$ cat src/rtl/scx_pkg.sv
// Shared types, codes and helper functions of the AdvSIMD copy-group execute block.
package scx_pkg;

	localparam logic [31:0] COPY_MASK  = 32'h9FE0_8400;
	localparam logic [31:0] COPY_MATCH = 32'h0E00_0400;

	// imm4 encodings of the copy group when op is clear.
	localparam logic [3:0] IMM4_DUP_ELEM = 4'd0;
	localparam logic [3:0] IMM4_DUP_GEN  = 4'd1;
	localparam logic [3:0] IMM4_INS_GEN  = 4'd3;
	localparam logic [3:0] IMM4_SMOV     = 4'd5;
	localparam logic [3:0] IMM4_UMOV     = 4'd7;

	localparam logic [1:0] SIZE_D = 2'd3;

	typedef enum logic [1:0] {
		STATUS_OK        = 2'd0,
		STATUS_UNDEF     = 2'd1,
		STATUS_UNHANDLED = 2'd2
	} status_t;

	typedef struct packed {
		logic [31:0] instruction;
		logic [31:0] decode_word;
		logic        scalar_form;
		logic        q_bit;
		logic [63:0] program_counter;
		logic [63:0] source_vec_low;
		logic [63:0] source_vec_high;
		logic [63:0] dest_vec_low;
		logic [63:0] dest_vec_high;
		logic [63:0] general_source;
	} item_t;

	typedef struct packed {
		status_t     status;
		logic [4:0]  dest_index;
		logic        vec_write_enable;
		logic [63:0] result_vec_low;
		logic [63:0] result_vec_high;
		logic        gpr_write_enable;
		logic [63:0] gpr_result;
		logic [63:0] next_pc;
	} result_t;

	function automatic logic [63:0] elem_mask(input logic [1:0] size);
		logic [63:0] m;
		unique case (size)
			2'd0: m = 64'h0000_0000_0000_00FF;
			2'd1: m = 64'h0000_0000_0000_FFFF;
			2'd2: m = 64'h0000_0000_FFFF_FFFF;
			default: m = 64'hFFFF_FFFF_FFFF_FFFF;
		endcase
		return m;
	endfunction

	function automatic logic [63:0] replicate(input logic [63:0] e, input logic [1:0] size);
		logic [63:0] r;
		unique case (size)
			2'd0: r = {8{e[7:0]}};
			2'd1: r = {4{e[15:0]}};
			2'd2: r = {2{e[31:0]}};
			default: r = e;
		endcase
		return r;
	endfunction

	function automatic logic [63:0] sign_extend(input logic [63:0] e, input logic [1:0] size);
		logic [63:0] r;
		unique case (size)
			2'd0: r = {{56{e[7]}}, e[7:0]};
			2'd1: r = {{48{e[15]}}, e[15:0]};
			2'd2: r = {{32{e[31]}}, e[31:0]};
			default: r = e;
		endcase
		return r;
	endfunction

endpackage

$ cat src/rtl/simd_copy_execute.sv
// Top level of the AdvSIMD copy-group execute block: input register, datapath, result register.
//
// The block executes DUP, INS, SMOV and UMOV of the AArch64 AdvSIMD copy group.
// The issue side presents one word on item (instruction, pre-decode word, flags,
// PC and register operands) with item_valid; it is taken when item_ready is high.
// The block returns one word on result with result_valid for every word taken:
// status, destination register, vector and general write data with their write
// enables, and the next PC.
// A word taken is held in the input register, passes the decode and lane muxes,
// and is loaded into the result register once that register is free; the
// receiver takes it from there.
// Throughput is one word per cycle while result_ready stays high; the two registers
// form a pipeline whose ready chains back from result_ready.
// When the receiver stalls, the result word holds and the input register fills;
// item_ready drops only once both stages hold words.
// Reset empties both stages; no word is lost or repeated after it.
module simd_copy_execute (
	input  logic             clk,
	input  logic             arst_n,
	input  logic             item_valid,
	output logic             item_ready,
	input  scx_pkg::item_t   item,
	output logic             result_valid,
	input  logic             result_ready,
	output scx_pkg::result_t result
);

	scx_pkg::item_t   item_s1;
	logic             valid_s1;
	scx_pkg::result_t exec_result;
	scx_pkg::result_t result_s2;
	logic             valid_s2;
	logic             ready_s2;
	logic             ready_s1;

	assign ready_s2   = !valid_s2 || result_ready;
	assign ready_s1   = !valid_s1 || ready_s2;
	assign item_ready = ready_s1;

	always_ff @(posedge clk or negedge arst_n) begin
		if (!arst_n) begin
			valid_s1 <= 1'b0;
			valid_s2 <= 1'b0;
		end else begin
			if (ready_s1) begin
				valid_s1 <= item_valid;
			end
			if (ready_s2) begin
				valid_s2 <= valid_s1;
			end
		end
	end

	always_ff @(posedge clk) begin
		if (ready_s1 && item_valid) begin
			item_s1 <= item;
		end
		if (ready_s2 && valid_s1) begin
			result_s2 <= exec_result;
		end
	end

	scx_exec u_exec (
		.item   (item_s1),
		.result (exec_result)
	);

	assign result_valid = valid_s2;
	assign result       = result_s2;

endmodule

$ cat src/rtl/scx_exec.sv
// Combinational decode and lane datapath of the copy-group execute block.
module scx_exec (
	input  scx_pkg::item_t   item,
	output scx_pkg::result_t result
);

	logic [4:0]  rd;
	logic        op;
	logic [3:0]  imm4;
	logic [4:0]  imm5;
	logic        imm5_ok;
	logic [1:0]  size;
	logic [3:0]  index;
	logic [3:0]  src_idx;
	logic [3:0]  fetch_idx;
	logic [3:0]  off_get;
	logic [3:0]  off_set;
	logic [5:0]  sh_get;
	logic [5:0]  sh_set;
	logic [63:0] emask;
	logic [63:0] half;
	logic [63:0] elem;
	logic [63:0] gen_elem;
	logic [63:0] ins_val;
	logic [63:0] lane_mask;
	logic [63:0] ins_lo;
	logic [63:0] ins_hi;
	logic [63:0] dup_val;
	logic [63:0] mov_val;
	logic        imm4_alloc;

	assign rd   = item.instruction[4:0];
	assign op   = item.instruction[29];
	assign imm4 = item.instruction[14:11];
	assign imm5 = item.instruction[20:16];

	// Element size is the position of the lowest set bit of imm5, the index sits above it.
	always_comb begin
		imm5_ok = 1'b1;
		size    = 2'd0;
		index   = 4'd0;
		priority if (imm5[0]) begin
			size  = 2'd0;
			index = imm5[4:1];
		end else if (imm5[1]) begin
			size  = 2'd1;
			index = {1'b0, imm5[4:2]};
		end else if (imm5[2]) begin
			size  = 2'd2;
			index = {2'b00, imm5[4:3]};
		end else if (imm5[3]) begin
			size  = 2'd3;
			index = {3'b000, imm5[4]};
		end else begin
			imm5_ok = 1'b0;
		end
	end

	assign emask     = scx_pkg::elem_mask(size);
	assign src_idx   = imm4 >> size;
	assign fetch_idx = op ? src_idx : index;

	// Byte offsets of the source and destination lanes within the 128-bit register.
	assign off_get = 4'(fetch_idx << size);
	assign off_set = 4'(index << size);
	assign sh_get  = {off_get[2:0], 3'b000};
	assign sh_set  = {off_set[2:0], 3'b000};

	assign half     = off_get[3] ? item.source_vec_high : item.source_vec_low;
	assign elem     = (half >> sh_get) & emask;
	assign gen_elem = item.general_source & emask;

	assign ins_val   = op ? elem : gen_elem;
	assign lane_mask = emask << sh_set;
	assign ins_lo = off_set[3] ? item.dest_vec_low :
		((item.dest_vec_low & ~lane_mask) | ((ins_val << sh_set) & lane_mask));
	assign ins_hi = off_set[3] ?
		((item.dest_vec_high & ~lane_mask) | ((ins_val << sh_set) & lane_mask)) :
		item.dest_vec_high;

	assign dup_val = (imm4 == scx_pkg::IMM4_DUP_ELEM) ? elem : gen_elem;
	assign mov_val = (imm4 == scx_pkg::IMM4_SMOV) ? scx_pkg::sign_extend(elem, size) : elem;

	assign imm4_alloc = (imm4 == scx_pkg::IMM4_DUP_ELEM) || (imm4 == scx_pkg::IMM4_DUP_GEN) ||
		(imm4 == scx_pkg::IMM4_INS_GEN) || (imm4 == scx_pkg::IMM4_SMOV) ||
		(imm4 == scx_pkg::IMM4_UMOV);

	always_comb begin
		result                  = '0;
		result.status           = scx_pkg::STATUS_OK;
		result.next_pc          = item.program_counter;
		if ((item.decode_word & scx_pkg::COPY_MASK) != scx_pkg::COPY_MATCH) begin
			result.status = scx_pkg::STATUS_UNHANDLED;
		end else if (!imm5_ok || (!op && !imm4_alloc)) begin
			result.status = scx_pkg::STATUS_UNDEF;
		end else if (op) begin
			result.vec_write_enable = 1'b1;
			result.result_vec_low   = ins_lo;
			result.result_vec_high  = ins_hi;
		end else begin
			unique case (imm4)
				scx_pkg::IMM4_DUP_ELEM, scx_pkg::IMM4_DUP_GEN: begin
					// A 1D arrangement exists only for the scalar spelling.
					if (size == scx_pkg::SIZE_D && !item.q_bit &&
						!(imm4 == scx_pkg::IMM4_DUP_ELEM && item.scalar_form)) begin
						result.status = scx_pkg::STATUS_UNDEF;
					end else if (imm4 == scx_pkg::IMM4_DUP_ELEM && item.scalar_form) begin
						result.vec_write_enable = 1'b1;
						result.result_vec_low   = dup_val;
					end else begin
						result.vec_write_enable = 1'b1;
						result.result_vec_low   = scx_pkg::replicate(dup_val, size);
						result.result_vec_high  = item.q_bit ?
							scx_pkg::replicate(dup_val, size) : 64'd0;
					end
				end
				scx_pkg::IMM4_INS_GEN: begin
					result.vec_write_enable = 1'b1;
					result.result_vec_low   = ins_lo;
					result.result_vec_high  = ins_hi;
				end
				scx_pkg::IMM4_SMOV, scx_pkg::IMM4_UMOV: begin
					result.gpr_write_enable = 1'b1;
					result.gpr_result = item.q_bit ? mov_val : {32'd0, mov_val[31:0]};
				end
				default: begin
					result.status = scx_pkg::STATUS_UNDEF;
				end
			endcase
		end
		if (result.status == scx_pkg::STATUS_OK) begin
			result.dest_index = rd;
			result.next_pc    = item.program_counter + 64'd4;
		end
	end

endmodule

$ cat config.mk
export PLATFORM = sky130hd
export DESIGN_NAME = simd_copy_execute
export DESIGN_NICKNAME = d
export VERILOG_FILES = /design/src/rtl/scx_pkg.sv /design/src/rtl/simd_copy_execute.sv /design/src/rtl/scx_exec.sv
export SDC_FILE = /design/constraint.sdc
export NUM_CORES = 1
export LEC_CHECK = 0
export BUFFER_PORTS_ARGS = -buffer_cell sky130_fd_sc_hd__buf_2
export CAP_MARGIN = 10
export CORE_MARGIN = 5
export CORE_UTILIZATION = 35
export CTS_BUF_LIST = sky130_fd_sc_hd__clkbuf_4 sky130_fd_sc_hd__clkbuf_8
export DETAILED_ROUTE_END_ITERATION = 7
export SYNTH_ARGS = -nofsm -noshare
export SYNTH_HDL_FRONTEND = slang
export SYNTH_HIERARCHICAL = 1
export SYNTH_SLANG_ARGS = --single-unit
$ cat constraint.sdc
create_clock -name clk -period 7.55 [get_ports clk]
set_input_delay 0.3775 -clock clk [delete_from_list [all_inputs] [get_ports clk]]
set_output_delay 0.3775 -clock clk [all_outputs]
set_load 0.01 [all_outputs]
# After elaboration in Yosys (flattened, before gate mapping)
# Index checks and enable logic that the tools add are counted.
# word_totals
out_inout_bits	267
regBits	715
wordCells	112
# classes
shift	6
reduce_logical	30
n_eq_ne	8
muxes	36
bitwise_logic	10
n_addsub	1
# ops
operator	n
$mux W64	11
$pmux W64 S3	3
$and A64 B64 Y64	5
$mux W129	2
$pmux W129 S2	1
$or A64 B64 Y64	2
$shl A64 B6 Y64	2
$mux W65	1
$add A64 B3 Y64 const B	1
$not A64 Y64	1
$shr A64 B6 Y64	1
$mux W2	8
$mux W4	3
$ne A11 B9 Y1 const B	1
$eq A4 B3 Y1 const B	2
$shl A4 B2 Y4	2
$logic_not A1 Y1	7
$logic_or A1 B1 Y1	7
$logic_and A1 B1 Y1	6
$mux W1	6
$reduce_or A2 Y1	3
$reduce_or A3 Y1	2
$reduce_or A5 Y1	1
$eq A2 B2 Y1 const B	2
other kinds (9)	11

# Longest topological paths before layout
# logic_depth
depth_word	17
ltp_mapped	19
ltp_nobuf	12

# Hierarchy
# Netlist, hierarchy kept.
# by_module_without_submodules
module	cells_each	instances	seq_area_each_um2	area_per_inst_um2
simd_copy_execute	723	1	21520.6	21574.4
scx_exec	2014	1	0.0	12373.1

# Least setup slack after synthesis
# Ideal clock, no wire load.
# synth_timing
path_kind	flip-flop to flip-flop
from	register valid_s2 (netlist: result_valid)
to	register result_s2 (netlist bit result[0]), enable pin
path_slack_ps	346
stages_incl_launch_ff	3
setup_ps	658
arrival_time_ps	6546
cell_sequence	dfrtp_1 nand2b_1 and2_1
# synth_between
elab_chain_cells	3
# synth_rtl
element	line_no	source
start: declaration	simd_copy_execute.sv:32	logic valid_s2;
start signal: assignment	simd_copy_execute.sv:49	valid_s2 <= valid_s1;
$logic_not A1 Y1	simd_copy_execute.sv:36	assign ready_s2 = !valid_s2 || result_ready;
$logic_or A1 B1 Y1	simd_copy_execute.sv:36	
$logic_and A1 B1 Y1	simd_copy_execute.sv:58	if (ready_s2 && valid_s1) begin
end signal: assignment	simd_copy_execute.sv:59	result_s2 <= exec_result;
end: declaration	simd_copy_execute.sv:31	scx_pkg::result_t result_s2;
# No other way between the ends.
# A chain may end at the register's enable or synchronous reset.

# Final worst setup path
# layout_timing
from	register item_s1[434] (netlist bit)
to	register result_s2 (netlist bit result[114]), data pin
# layout_between
elab_chain_cells	9
word_cells_on_any_way	18
# layout_rtl
element	line_no	source
start: declaration	simd_copy_execute.sv:28	scx_pkg::item_t item_s1;
start signal: assignment	simd_copy_execute.sv:56	item_s1 <= item;
$mux W2	scx_exec.sv:42	priority if (imm5[0]) begin
$shr A4 B2 Y4	scx_exec.sv:60	assign src_idx = imm4 >> size;
$mux W4	scx_exec.sv:61	assign fetch_idx = op ? src_idx : index;
$shl A4 B2 Y4	scx_exec.sv:64	assign off_get = 4'(fetch_idx << size);
$mux W64	scx_exec.sv:69	assign half = off_get[3] ? item.source_vec_high : item.source_vec_low;
$shr A64 B6 Y64	scx_exec.sv:70	assign elem = (half >> sh_get) & emask;
$and A64 B64 Y64	scx_exec.sv:70	
$pmux W64 S3	scx_pkg.sv:70	unique case (size)
$mux W64	scx_exec.sv:82	assign mov_val = (imm4 == scx_pkg::IMM4_SMOV) ? scx_pkg::sign_extend(elem, size) : elem;
# Parallel ways exist; a longest one is shown, timed or not.

==> metrics.md <==
| Metric | Value |
|---|---|
| Tmin final | 5.72 ns |
| Routed WL | around 160 mm |
| F_max | around 170 MHz |
| Layout Skew | between 0.06 and 0.07 ns |
| Worst R2R Path Depth | 14 |
| CP Cell Sequence | buf_4 > nand2b_1 > o211ai_2 > o21ai_1 > nand2_2 > nor2_4 > buf_4 > mux2i_1 > a211o_1 > and3_1 > o22ai_1 > o211ai_1 > buf_4 > nor2_1 |
| DR iter-0 viols | 4299 |
| Hold WS | 0.251 ns |
| Mapped Area | around 33000 um^2 |
| Buf+Inv Stages, Crit Path | 3 |
| Clock Latency Late Sink | around 0.84 ns |
| GRT Resource Usage Total | a little under a third |
| Worst slew pin tran | around 1.3 ns |
| Worst endpoint data arrival time | approximately 6.3 ns |
| Longest Clk Path Bufs | 3 |
| Crit-path max FO | 28 |
| Syn-to-layout area delta | 35.6% |
| Core ar. | around 93000 um^2 |
| Vias in the first global route | between 20000 and 30000 |
| Synth warn | 6 |
| Final hold vios | 0 |
| Startpoint class of the critical path | flip-flop |
| Synthesized netlist cell count | around 2700 |
| Chip Height | approximately 320 um |
| TritonRoute pass-1 iters | 8 |
| Port Buffers | between 600 and 700 |
| Max incr delay on CP | around 0.55 ns |
| Clock root cell | clkbuf_8 |
| Hold Path Cell Cnt | 2 |
| Antenna violations before repair | 7 |
| Post-DR vias/cell | between 5 and 6 |
| Syn_nets | between 3000 and 4000 |
| CTS tree | done |
| Share of layout cells above drive strength 1 | between 20% and 30% |
| Clk pin slew, worst setup/hold paths | 0.06 ns |
| Maximum VDD drop | between 0.1 and 0.15 mV |
| Post-route clock period utilization | between 70% and 80% |
| Setup Viol. Count Final | 0 |
| Slowest stage cell, crit path | mux2i_1 |
| IO Pins | between 700 and 800 |
| RSZ-0062 raised after global routing | false |
| Slew Viols, Final | 0 |
| H-tree levels | 3 |
| Drt drc | 0 |
| CP endpoint kind | flip-flop |
| Max cap viols | 0 |
| Required time worst endpoint | ~8.1 ns |
| CP Class | flip-flop to flip-flop |
| Status | finished clean |
| Post-route ant nets | 0 |
| CTS buffer count | between 100 and 150 |
| Final Net Count | 4286 |
| Die X | approximately 320 um |
| Grt total ovfl | 0 |
| Vias | roughly 30000 |
| Pin count of the biggest net entering global routing | between 150 and 200 |
| CTS sink count | between 600 and 700 |
| Headroom to the max-slew limit | ~16% |
| CP most frequent cell | buf_4 |
| First-pass GRT wire length | 214 mm |
| Leakage | around 0.017 uW |
| Synthesized area per cell | 12.2 um^2 |
| Cell class contributing the biggest share of worst-path delay | simple AND/OR/NAND/NOR gates |
| Detailed-placement wirelength estimate | around 110 mm |
| Die area | between 90000 and 100000 um^2 |
| Pwr Total | 10200 uW |
| Postcts setup bufs | 0 |
| TNS Setup | 0 ns |
| Initial Utilization | between 30% and 40% |
| Wire per inst | about 30 um |
| Std-Cell Rows | between 100 and 150 |
| Hold crit path type | input pin to flip-flop |
| Levels on crit path | 14 |
| Pwr Density | 229 nW/um^2 |
| Final GP Congestion | about 1 |
## power breakdown
group	total (uW)	leakage, uW	switching, uW	internal, uW
sequential	4600	0.00662	162	4440
clock	3620	0.00130	1670	1950
combinational	1960	0.00909	1280	674
## worst reg2reg max path, cell delays in order (launching register included)
cell	delay (ns)
edfxtp_1	0.45
buf_4	0.33
nand2b_1	0.54
o211ai_2	0.25
o21ai_1	0.28
nand2_2	0.11
nor2_4	0.52
buf_4	0.31
mux2i_1	0.55
a211o_1	0.22
and3_1	0.54
o22ai_1	0.25
o211ai_1	0.52
buf_4	0.46
nor2_1	0.13
## per-stage QoR
stage	std cells	cell area (um^2)	utilization, %	worst slack (ns)
floorplan	2699	32800	-	0.346
global placement	4547	37800	40.6	2.09
finish	5197	44500	47.7	1.83
detailed placement	4547	37800	40.6	2.05
global route	5191	44500	47.7	1.70
CTS	5189	44500	47.7	2.05
## cell usage in the layout, fill, tap and decap left out, types with 36 or more instances in the layout
cell           instances
o22ai_1               52
nand2_1              264
xnor2_1               45
clkbuf_8             119
dlygate4sd3_1        417
o21ai_0              167
mux2i_1               91
a21oi_1              182
and3_1                43
buf_2                682
mux2_2                36
nand3_1              108
edfxtp_1             677
buf_4                102
nor2_1               226
clkinv_1              39
a211oi_1              44
## state kept, by name, summed over array words and instances, names as in the netlist
name / cells
valid_s1: 1
item_s1: 412
result: 265
result_valid: 1
## worst paths after layout
check                          endpoint  slack (ns)          from
max in group asynchronous      valid_s1        7.02        arst_n
hold reg to reg               result[0]        0.43  item_s1[320]
setup reg to reg            result[114]        1.83  item_s1[434]
setup / recovery            result[114]        1.83  item_s1[434]
min in group asynchronous  result_valid        0.40        arst_n
hold / removal             item_s1[329]        0.25     item[329]
## cell type report
class | instances | area, um^2
tap | 1254 | 1570
multi-input combinational | 1799 | 11500
clock buffer | 149 | 1860
fill | 8532 | 48700
antenna | 8 | 20.0
timing repair buffer | 1206 | 8450
clock inverter | 76 | 623
inverter | 26 | 97.6
sequential | 679 | 20400
## metal layers
layer | wire length, um | vias to the layer above | track usage [%]
li1 | - | 12800 | -
met1 | 60300 | 14600 | 38.8
met2 | 71400 | 2101 | 47.2
met3 | 14900 | 443 | 6.59
met4 | 10600 | 4 | 16.8
met5 | 19 | - | 0
## timing repair
action | 4_1_cts | 5_1_grt
hold endpoints to repair | 416 | 0
gates resized for setup | 0 | 0
hold buffers | 417 | 0
Power figures use the tool's default switching activity.
